--- src/design/flow_directory_table_unit_assert.svh ---
// Assertion macros for the flow directory table unit.
// Depends on nothing; included by the top level.
`ifndef FLOW_DIRECTORY_TABLE_UNIT_ASSERT_SVH
`define FLOW_DIRECTORY_TABLE_UNIT_ASSERT_SVH

// Antecedent implies consequent in the same cycle.
`define FDT_ASSERT_SAME(label, clk_s, rst_s, ante, cons) \
    label: assert property (@(posedge clk_s) disable iff (!rst_s) (ante) |-> (cons)) \
        else $error("fdt check failed");

// Antecedent implies consequent in the next cycle.
`define FDT_ASSERT_NEXT(label, clk_s, rst_s, ante, cons) \
    label: assert property (@(posedge clk_s) disable iff (!rst_s) (ante) |=> (cons)) \
        else $error("fdt check failed");

`endif

--- src/design/fdt_ram.sv ---
// Generic single-write, single-read RAM with registered read data.
// No dependencies; holds the id and slot of directory entries.
module fdt_ram #(
    parameter int DEPTH = 2,
    parameter int WIDTH = 8,
    localparam int AW = (DEPTH > 1) ? $clog2(DEPTH) : 1
) (
    input  logic             clk,
    input  logic             we,
    input  logic [AW-1:0]    waddr,
    input  logic [WIDTH-1:0] wdata,
    input  logic [AW-1:0]    raddr,
    output logic [WIDTH-1:0] rdata
);

    logic [WIDTH-1:0] mem [DEPTH];
    logic [WIDTH-1:0] rdata_reg;

    always_ff @(posedge clk)
    begin
        if (we)
        begin
            mem[waddr] <= wdata;
        end
        rdata_reg <= mem[raddr];
    end

    assign rdata = rdata_reg;

endmodule

--- config.mk ---
export PLATFORM = sky130hd
export DESIGN_NAME = fdt_ram
export DESIGN_NICKNAME = d
export VERILOG_FILES = /design/src/design/flow_directory_table_unit_assert.svh /design/src/design/fdt_ram.sv
export SDC_FILE = /design/constraint.sdc
export NUM_CORES = 1
export LEC_CHECK = 0
export BUFFER_PORTS_ARGS = -buffer_cell sky130_fd_sc_hd__buf_4
export CAP_MARGIN = 20
export CORE_MARGIN = 1.5
export CORE_UTILIZATION = 48
export CTS_CLUSTER_DIAMETER = 40
export DETAILED_ROUTE_END_ITERATION = 6
export HOLD_SLACK_MARGIN = 0.02
export PLACE_DENSITY = 0.79
export RECOVER_POWER = 50
export SYNTH_ARGS = -nofsm -noshare
export SYNTH_HDL_FRONTEND = slang
export SYNTH_SLANG_ARGS = --single-unit
export TNS_END_PERCENT = 50
--- constraint.sdc ---
create_clock -name clk -period 1.15 [get_ports clk]
set_input_delay 0.2875 -clock clk [delete_from_list [all_inputs] [get_ports clk]]
set_output_delay 0.2875 -clock clk [all_outputs]
set_load 0.005 [all_outputs]
; ---- Word-level counts from Yosys, hierarchy flattened
; Memories as Yosys holds them, arrays and structs flattened. A register that Yosys moved wholly into a read port is not among the register bits.
; Index checks and enable logic that the tools add are counted.
[word_totals]
ff_bits = 0
latch_bits = 0
ramBits = 16
rom_bits = 0
inputBits = 12
output_inout_bits = 8
wordCells = 3
mem_count = 1
[memory_table]
columns = memory, depth, width, rd, rd_clocked_by_memory_dff, write_ports, line_no
row1 = mem, 2, 8, 1, 1, 1, fdt_ram.sv:16  ; logic [WIDTH-1:0] mem [DEPTH];
[op_classes]
n_addsub = 0
mul = 0
n_div = 0
magnitude_cmp = 0
n_eq_ne = 0
shifts = 0
muxes = 2
bitwise = 0
reduce_logical = 0
[op_table]
columns = cell, count
row1 = $mux W1, 2

; ---- Logic depth before layout (Yosys ltp)
[logic_depth]
depth_word = 2
mapped_depth = 2
ltp_nobuf = 1

; ---- Worst setup path before layout
; No wires, ideal clock.
[synth_timing]
path_type = input to register
startpoint = input we
endpoint = memory mem[0][0] (enable)
setup_ns = 0.373
arrival_ns = 0.708
t_required_ns = 0.777
setup_slack_ns = 0.069
path_stages = 1
n_path_buf = 0
path_cell_list = nor2b_1
[synth_between]
elab_chain_cells = 2
[synth_lines]
columns = item, line_no
row1 = "start, declared", fdt_ram.sv:9  ; input logic we,
row2 = $mux W1, fdt_ram.sv:21  ; if (we)
row3 = $mux W1 (implied by the code), fdt_ram.sv:23  ; mem[waddr] <= wdata;
row4 = "end, declared", fdt_ram.sv:16
; Every way passes these cells.

; ---- Final worst setup path
[layout_timing]
startpoint = register rdata_reg[7] (netlist: rdata[7]), read port of mem
endpoint = output rdata[7]
[layout_lines]
columns = item, line_no
row1 = "start, declared", fdt_ram.sv:17  ; logic [WIDTH-1:0] rdata_reg;
row2 = "end, declared", fdt_ram.sv:13  ; output logic [WIDTH-1:0] rdata
; No word-level cell between the ends.

==> impl_metrics.toml <==
[logic_synthesis]
synth.distinct_cells = 6
synth_most_common_cell = "edfxtp_1"
netlist_top_cells_area = "edfxtp_1 (61%), dfxtp_1 (20%), mux2_4 (15%)"
synthTopCellsByCount = "edfxtp_1 (16), dfxtp_1 (8), mux2_4 (8)"
synth-edff-count = 16
netlist_instances = 35
yosysWarnings = 0
syn_nets = 47
ys_seq_elements = 24
synth_top_area_share_pct = 61.24
synth-async-reset-ratio_pct = 0
netlist_area_sq_um = 784.5
ys_seq_area_share_pct = 81.66
synth_flop_cell = "edfxtp_1"
synth.avg_cell_area_sq_um = 22.41
synth_area_leader_cell = "edfxtp_1"

[final_layout]
largest_reg_flops = 16
area_growth_pct = 22.17
antennaDiodeCount = 0
post-route-util_pct = 62.89
final_area_sq_um = 958.4
nNetsFinal = 71
layout-drive-gt1-share_pct = 50.88

[floorplanning]
ioPinCount = 20
core_area_sq_mm = 0.001524
start_util_pct = 51.48
die_w_um = 43.43
die_y_um = 43.43
die_area_sq_mm = 0.001886
rows = 14

[cts]
cts_tree = "built"
clk_pin_slew_ns = 0.11
clk_path_buf_depth = 2
ctsResizeCount = 0
cts_buffers = 3
clock_latency_ns = 0.30
htree_levels = 1
hold_buffers = 0
clock-sinks = 24
root_buffer = "clkbuf_4"
post_cts_buffers = 0

[detailed_routing]
ant_nets = 0
vias = 351
drt_iter0_drc = 2
viasPerCell = 4.808
routed_wl_um = 873
drc = 0
wl_per_cell_um = 11.96
first_pass_iters = 3

[timing]
drv_slew = 0
finalCritPeriodShare_pct = 89.26
fin_tns_setup_ns = 0
min_period_ns = 1.026
tightest_slew_ns = 0.4333
setup_violations = 0
hold_viol = 0
fmax_ghz = 0.9742
timing.slew.headroom_pct = 71.11
rsz0062_at_grt = "no"
fin_skew_ns = 0.002633

[worst_setup_path]
path_delay_family = "flip-flops"
cp-end-kind = "output port"
worst_path_max_delay_cell = "dfxtp_1"
cp_num_buf_inv = 1
worstPathArrival_ns = 0.74
crit_fanout = 1
cp.required_ns = 0.86
slowest_delay_ns = 0.32
cp_cell_sequence = "buf_4"
cp-start-kind = "flip-flop"
crit_type = "reg2out"

[run]
maxCapViolCount = 0

[placed_design]
gp_congestion = 0.6289
post_dp_cell_area_sq_um = 943.4
port_buffers = 19

[global_routing]
gr-total-overflow = 0
grt_max_degree = 13
grt_usage_pct = 10.47
grt_pass1_wl_um = 1311
grt_antenna_before_repair = 0
grt_pass1_vias = 293

[power_and_ir_drop]
total_power_mw = 1.475
p_leak_nw = 0.3892
vdd_drop_max_mv = 0.8860
power_per_cell_area_mw_per_mm2 = 1539

[status]
status = "completed"

[hold_path]
hold_path_class = "in2reg"
==> path summary, 6_finish.rpt <==
path	cells past startpoint	end	slack (ns)	startpoint
worst max register to register	1	rdata[6]	0.39	mem[0][6]
worst max-delay path	1	rdata[7]	0.12	rdata[7]
worst min register to register	1	rdata[1]	0.48	mem[0][1]
worst min-delay path	1	mem[1][6]	0.18	wdata[6]
==> layer usage <==
metal | global-route usage (%) | vias to the layer above | part of all wire, %
li1 | - | 174 | -
met1 | 11.08 | 151 | 42
met2 | 16.42 | 21 | 46
met3 | 3.750 | 5 | 8.2
met4 | 9.091 | 0 | 3.7
met5 | 0 | - | 0
==> layout make-up <==
| cell class | count | area (sq um) |
|---|---|---|
| Multi-Input combinational cell | 10 | 132.6 |
| Sequential cell | 24 | 640.6 |
| Tap cell | 16 | 20.02 |
| Clock buffer | 3 | 22.52 |
| Fill cell | 124 | 565.5 |
| Timing Repair Buffer | 20 | 142.6 |
==> cells by family after synthesis <==
| group | share of synthesized area, % |
|---|---|
| buffers and inverters | 1.435 |
| flip-flops | 81.66 |
| multiplexers | 15.31 |
| AND/OR/NAND/NOR | 1.596 |
==> where the power goes <==
part	total (mW)	switching, mW	internal, mW
registers	1.00	0.0157	0.988
clock network	0.340	0.218	0.122
logic	0.131	0.0419	0.0896
total	1.47	0.275	1.20
==> per-stage QoR <==
stage | hold slack, ns | setup WS [ns] | instances
finish | 0.1844 | 0.1236 | 73
global route | 0.1628 | 0.07795 | 73
detailed placement | 0.4598 | 0.09460 | 70
global placement | 0.4564 | 0.1334 | 70
floorplan | 0.3864 | 0.06906 | 35
CTS | 0.1493 | 0.1043 | 73
==> layout by cell type (no fill, tap or decap), drive strengths merged <==
cell type,count
mux2,8
dfxtp,8
edfxtp,16
and2,1
clkbuf,13
buf,10
nor2b,1
(Power assumes the default switching activity.)
