`src/design/flow_directory_table_unit_assert.svh`:
```
// Assertion macros for the flow directory table unit.
// Depends on nothing; included by the top level.
`ifndef FLOW_DIRECTORY_TABLE_UNIT_ASSERT_SVH
`define FLOW_DIRECTORY_TABLE_UNIT_ASSERT_SVH

// Antecedent implies consequent in the same cycle.
`define FDT_ASSERT_SAME(label, clk_s, rst_s, ante, cons) \
    label: assert property (@(posedge clk_s) disable iff (!rst_s) (ante) |-> (cons)) \
        else $error("fdt check failed");

// Antecedent implies consequent in the next cycle.
`define FDT_ASSERT_NEXT(label, clk_s, rst_s, ante, cons) \
    label: assert property (@(posedge clk_s) disable iff (!rst_s) (ante) |=> (cons)) \
        else $error("fdt check failed");

`endif

```
`src/design/fdt_pkg.sv`:
```
// Shared constants, codes and types for the flow directory table unit.
// No dependencies; used by fdt_cmp and flow_directory_table_unit.
package fdt_pkg;

    localparam int PEERS        = 16;
    localparam int OUT_PER_PEER = 8;
    localparam int IN_PER_PEER  = 8;

    localparam int PEER_W = 4;
    localparam int ID_W   = 16;
    localparam int SLOT_W = 16;
    localparam int ENT_W  = ID_W + SLOT_W;
    localparam int IDX_W  = 3;

    localparam int OUT_DEPTH = PEERS * OUT_PER_PEER;
    localparam int IN_DEPTH  = PEERS * IN_PER_PEER;
    localparam int OUT_AW    = (OUT_DEPTH > 1) ? $clog2(OUT_DEPTH) : 1;
    localparam int IN_AW     = (IN_DEPTH > 1) ? $clog2(IN_DEPTH) : 1;
    localparam int MAX_SEG   = (OUT_PER_PEER > IN_PER_PEER) ? OUT_PER_PEER : IN_PER_PEER;
    localparam int SEG_W     = (MAX_SEG > 1) ? $clog2(MAX_SEG) : 1;

    localparam logic [1:0] CMD_FIND   = 2'd0;
    localparam logic [1:0] CMD_INSERT = 2'd1;
    localparam logic [1:0] CMD_ERASE  = 2'd2;

    localparam logic [1:0] STAT_OK        = 2'd0;
    localparam logic [1:0] STAT_NOT_FOUND = 2'd1;
    localparam logic [1:0] STAT_DUP       = 2'd2;
    localparam logic [1:0] STAT_FULL      = 2'd3;

    typedef struct packed {
        logic hit;
        logic free;
    } cmp_res_t;

endpackage

```
`src/design/fdt_cmp.sv`:
```
// Entry compare unit: matches one directory entry against the search key.
// Depends on fdt_pkg.
module fdt_cmp (
    input  logic [1:0]                 command,
    input  logic [fdt_pkg::ID_W-1:0]   key_id,
    input  logic [fdt_pkg::SLOT_W-1:0] key_slot,
    input  logic [fdt_pkg::ENT_W-1:0]  entry,
    input  logic                       entry_valid,
    output fdt_pkg::cmp_res_t          res
);

    logic [fdt_pkg::ID_W-1:0]   ent_id;
    logic [fdt_pkg::SLOT_W-1:0] ent_slot;

    assign ent_id   = entry[fdt_pkg::ENT_W-1:fdt_pkg::SLOT_W];
    assign ent_slot = entry[fdt_pkg::SLOT_W-1:0];

    always_comb
    begin
        res.free = !entry_valid;
        // erase keys on slot, find and insert key on id
        if (command == fdt_pkg::CMD_ERASE)
        begin
            res.hit = entry_valid && (ent_slot == key_slot);
        end
        else
        begin
            res.hit = entry_valid && (ent_id == key_id);
        end
    end

endmodule
```
`config.mk`:
```
export PLATFORM = sky130hd
export DESIGN_NAME = fdt_cmp
export DESIGN_NICKNAME = d
export VERILOG_FILES = /design/src/design/flow_directory_table_unit_assert.svh /design/src/design/fdt_pkg.sv /design/src/design/fdt_cmp.sv
export SDC_FILE = /design/constraint.sdc
export NUM_CORES = 1
export LEC_CHECK = 0
export ABC_AREA = 0
export BUFFER_PORTS_ARGS = -buffer_cell sky130_fd_sc_hd__buf_2
export CORE_MARGIN = 2
export CORE_UTILIZATION = 28
export DETAILED_ROUTE_END_ITERATION = 8
export GPL_TIMING_DRIVEN = 0
export PLACE_DENSITY = 0.86
export SETUP_SLACK_MARGIN = 0.15
export SYNTH_ARGS = -nofsm -noshare
export SYNTH_HDL_FRONTEND = slang
export SYNTH_SLANG_ARGS = --single-unit
```
`constraint.sdc`:
```
create_clock -name vclk -period 1.1
set_input_delay 0.055 -clock vclk [all_inputs]
set_output_delay 0.055 -clock vclk [all_outputs]
set_load 0.05 [all_outputs]
```
# [Yosys cells after proc, flatten, opt, wreduce, memory -nomap -nowiden]
# Index checks and enable logic that the tools add are counted.
[word_totals] out_inout_bits=2 wordCells=7 ff_bits=0
[classes] n_reduce_logical=3 mux=1 n_eq_ne=3
[op_table] op="$eq 16x16->1" count=2
[op_table] op="$eq 2x2->1 const B" count=1
[op_table] op="$logic_and 1x1->1" count=2
[op_table] op="$logic_not 1->1" count=1
[op_table] op="$mux 1" count=1

# [Longest topological paths before layout]
[depth] depth_word=3 ltp_mapped=4

# [Worst setup path after synthesis]
# OpenSTA, ideal clock, no wires.
[synth_timing] path_kind="input to output" from="input key_id[4] (netlist name)" to="output res[1] (netlist name)" stages=4 arrival_ns=1.563 required_ns=1.045 slack_ns=-0.518 path_cell_list="xnor2_1 nand4_1 or4_1 o22ai_1"
[synth_lines] item="start, declared" line="fdt_cmp.sv:5" source="input logic [fdt_pkg::ID_W-1:0] key_id,"
[synth_lines] item="end, declared" line="fdt_cmp.sv:9" source="output fdt_pkg::cmp_res_t res"

==> summary.txt <==
outcome: finished, violations left
failing checks: negative setup slack
antenna viol nets, final: 0
DR DRC count: 0
CTS Hold Bufs: 0
Synth cell types: 11
PortBufs: 69
min cycle time layout: 1360 ps
core outline area: 1270 sq um
most frequent cells in the layout: buf_2, xor2_1, xnor2_1
Max Freq: 735 MHz
Total GRT Usage: 15.1%
CP required: 1040 ps
wire per inst: 9.56 um
vias post-DR: 577
Die Width: 40.6 um
I/O pin count: 69
first-pass GRT wire length: 1770 um
endpoints failing setup: 1
most common cell after layout, fill and taps aside: buf_2
Rows: 13
CP Max Fanout: 1
Antenna Cells: 0
power per cell area: 354 nW/um^2
final period utilization: 124%
Mapped Avg Cell Area: 7.99 sq um
Rel. slew slack: 81.7%
1st-iter DRT viols: 0
antenna violations before repair: 0
Initial Util: 29.6%
Post-Syn Instances: 47
DIE AREA: 1650 sq um
Pre-antenna DRT Iters: 1
final instance area: 840 sq um
ratio of cells with drive above 1 in the final layout: 67.2%
Worst setup endpoint: res[1]
Layout Nets: 185
Util after Layout: 66.2%
RSZ-0062 raised after global routing: yes
grt ovf: 0
Clock buffer cells: 0
Warnings, synthesis: 0
DR vias/cell: 4.40
pre-CTS setup slack: -396 ps
die height: 40.6 um
Post-Place Cell Area: 779 sq um
Hold Slack: 447 ps
final worst setup slack: -261 ps
crit path from: entry[17]
Tightest Hold Check Type: in -> out
crit end category: primary output
Final Wtd Congestion: 0.684
vias in the first global route: 498
Max-Cap Viols: 0
HPWL Detailed: 1140 um
final wirelength: 1250 um
Layout area overhead: 124%
post-CTS setup buffers: 0
largest net degree at the start of global routing: 3
Leak: 0.436 nW
Seq/Total Area, Yosys: 0%
CP arrival: 1310 ps
Crit Path Category: in -> out
maximum vdd ir drop: 0.217 mV
layout sequential cell count: 0
Synth Net Count: 114
register area: 0 sq um
worst slew pin tran: 272 ps
Slew Viols, Final: 0
Syn Std Cell Area: 375 sq um
Hold Fails Final Rpt: 0
crit path launch type: input port
Yosys cell counts (all sizes together):
cell type / number / area, sq um
nand4: 4 / 25.0
xnor2: 19 / 174
nand3: 3 / 15.0
o22ai: 1 / 6.26
inv: 1 / 3.75
nor3: 1 / 5.00
xor2: 13 / 114
nand2b: 1 / 6.26
nor4: 3 / 18.8
or4: 1 / 7.51
critical path, stage by stage:
cell and delay [ps]:
buf_6 90, xnor2_2 150, nand4_1 110, or4_4 550, o22ai_4 160, buf_6 180
worst min-delay path by stage:
stage | start | endpoint | slack, ps | cells past startpoint
after CTS | entry_valid | res[0] | 440 | 3
after floorplan | entry_valid | res[0] | 290 | 1
after global placement | entry_valid | res[0] | 440 | 3
after detailed placement | entry_valid | res[0] | 440 | 3
after global routing | entry_valid | res[0] | 460 | 3
final | entry_valid | res[0] | 450 | 3
cell type report:
| type | count | area (sq um) |
|---|---|---|
| timing repair buffer | 69 | 383 |
| multi-input combinational | 46 | 434 |
| fill | 105 | 429 |
| inverter | 1 | 3.75 |
| tap | 15 | 18.8 |
power breakdown:
group | total [mW] | internal (mW) | switching, mW
logic | 0.298 | 0.186 | 0.112
registers | 0 | 0 | 0
clock network | 0 | 0 | 0
total | 0.298 | 0.186 | 0.112
cell families after synthesis:
family                    after synthesis  synth area share (%)
buffers and inverters                   1                 0.999
and+or+nand+nor                        13                  20.7
AOI/OAI and AO/OA                       1                  1.67
xor gates and xnor gates               32                  76.7
routing by layer:
| metal | wire (um) | share of wire, % | up-vias | track usage, % |
|---|---|---|---|---|
| met1 | 349 | 28 | 235 | 16.5 |
| li1 | - | - | 300 | - |
| met5 | 0 | 0 | - | 0 |
| met4 | 0 | 0 | 0 | 0 |
| met3 | 166 | 13 | 0 | 0.543 |
| met2 | 737 | 59 | 42 | 32.5 |
through the flow:
stage          TNS (ps)  cells  power (mW)
4_1_cts            -237    131       0.299
3_5_place_dp       -396    131       0.276
6_report           -261    131       0.298
2_1_floorplan      -146     47       0.125
5_1_grt            -304    131       0.327
3_3_place_gp       -392    131       0.268
what timing repair did:
action,in CTS,in global routing
pin swaps,7,1
hold endpoints to repair,0,0
setup endpoints to repair,1,1
gates resized for setup,10,0
Note: power is estimated with default switching activity, not from simulation.
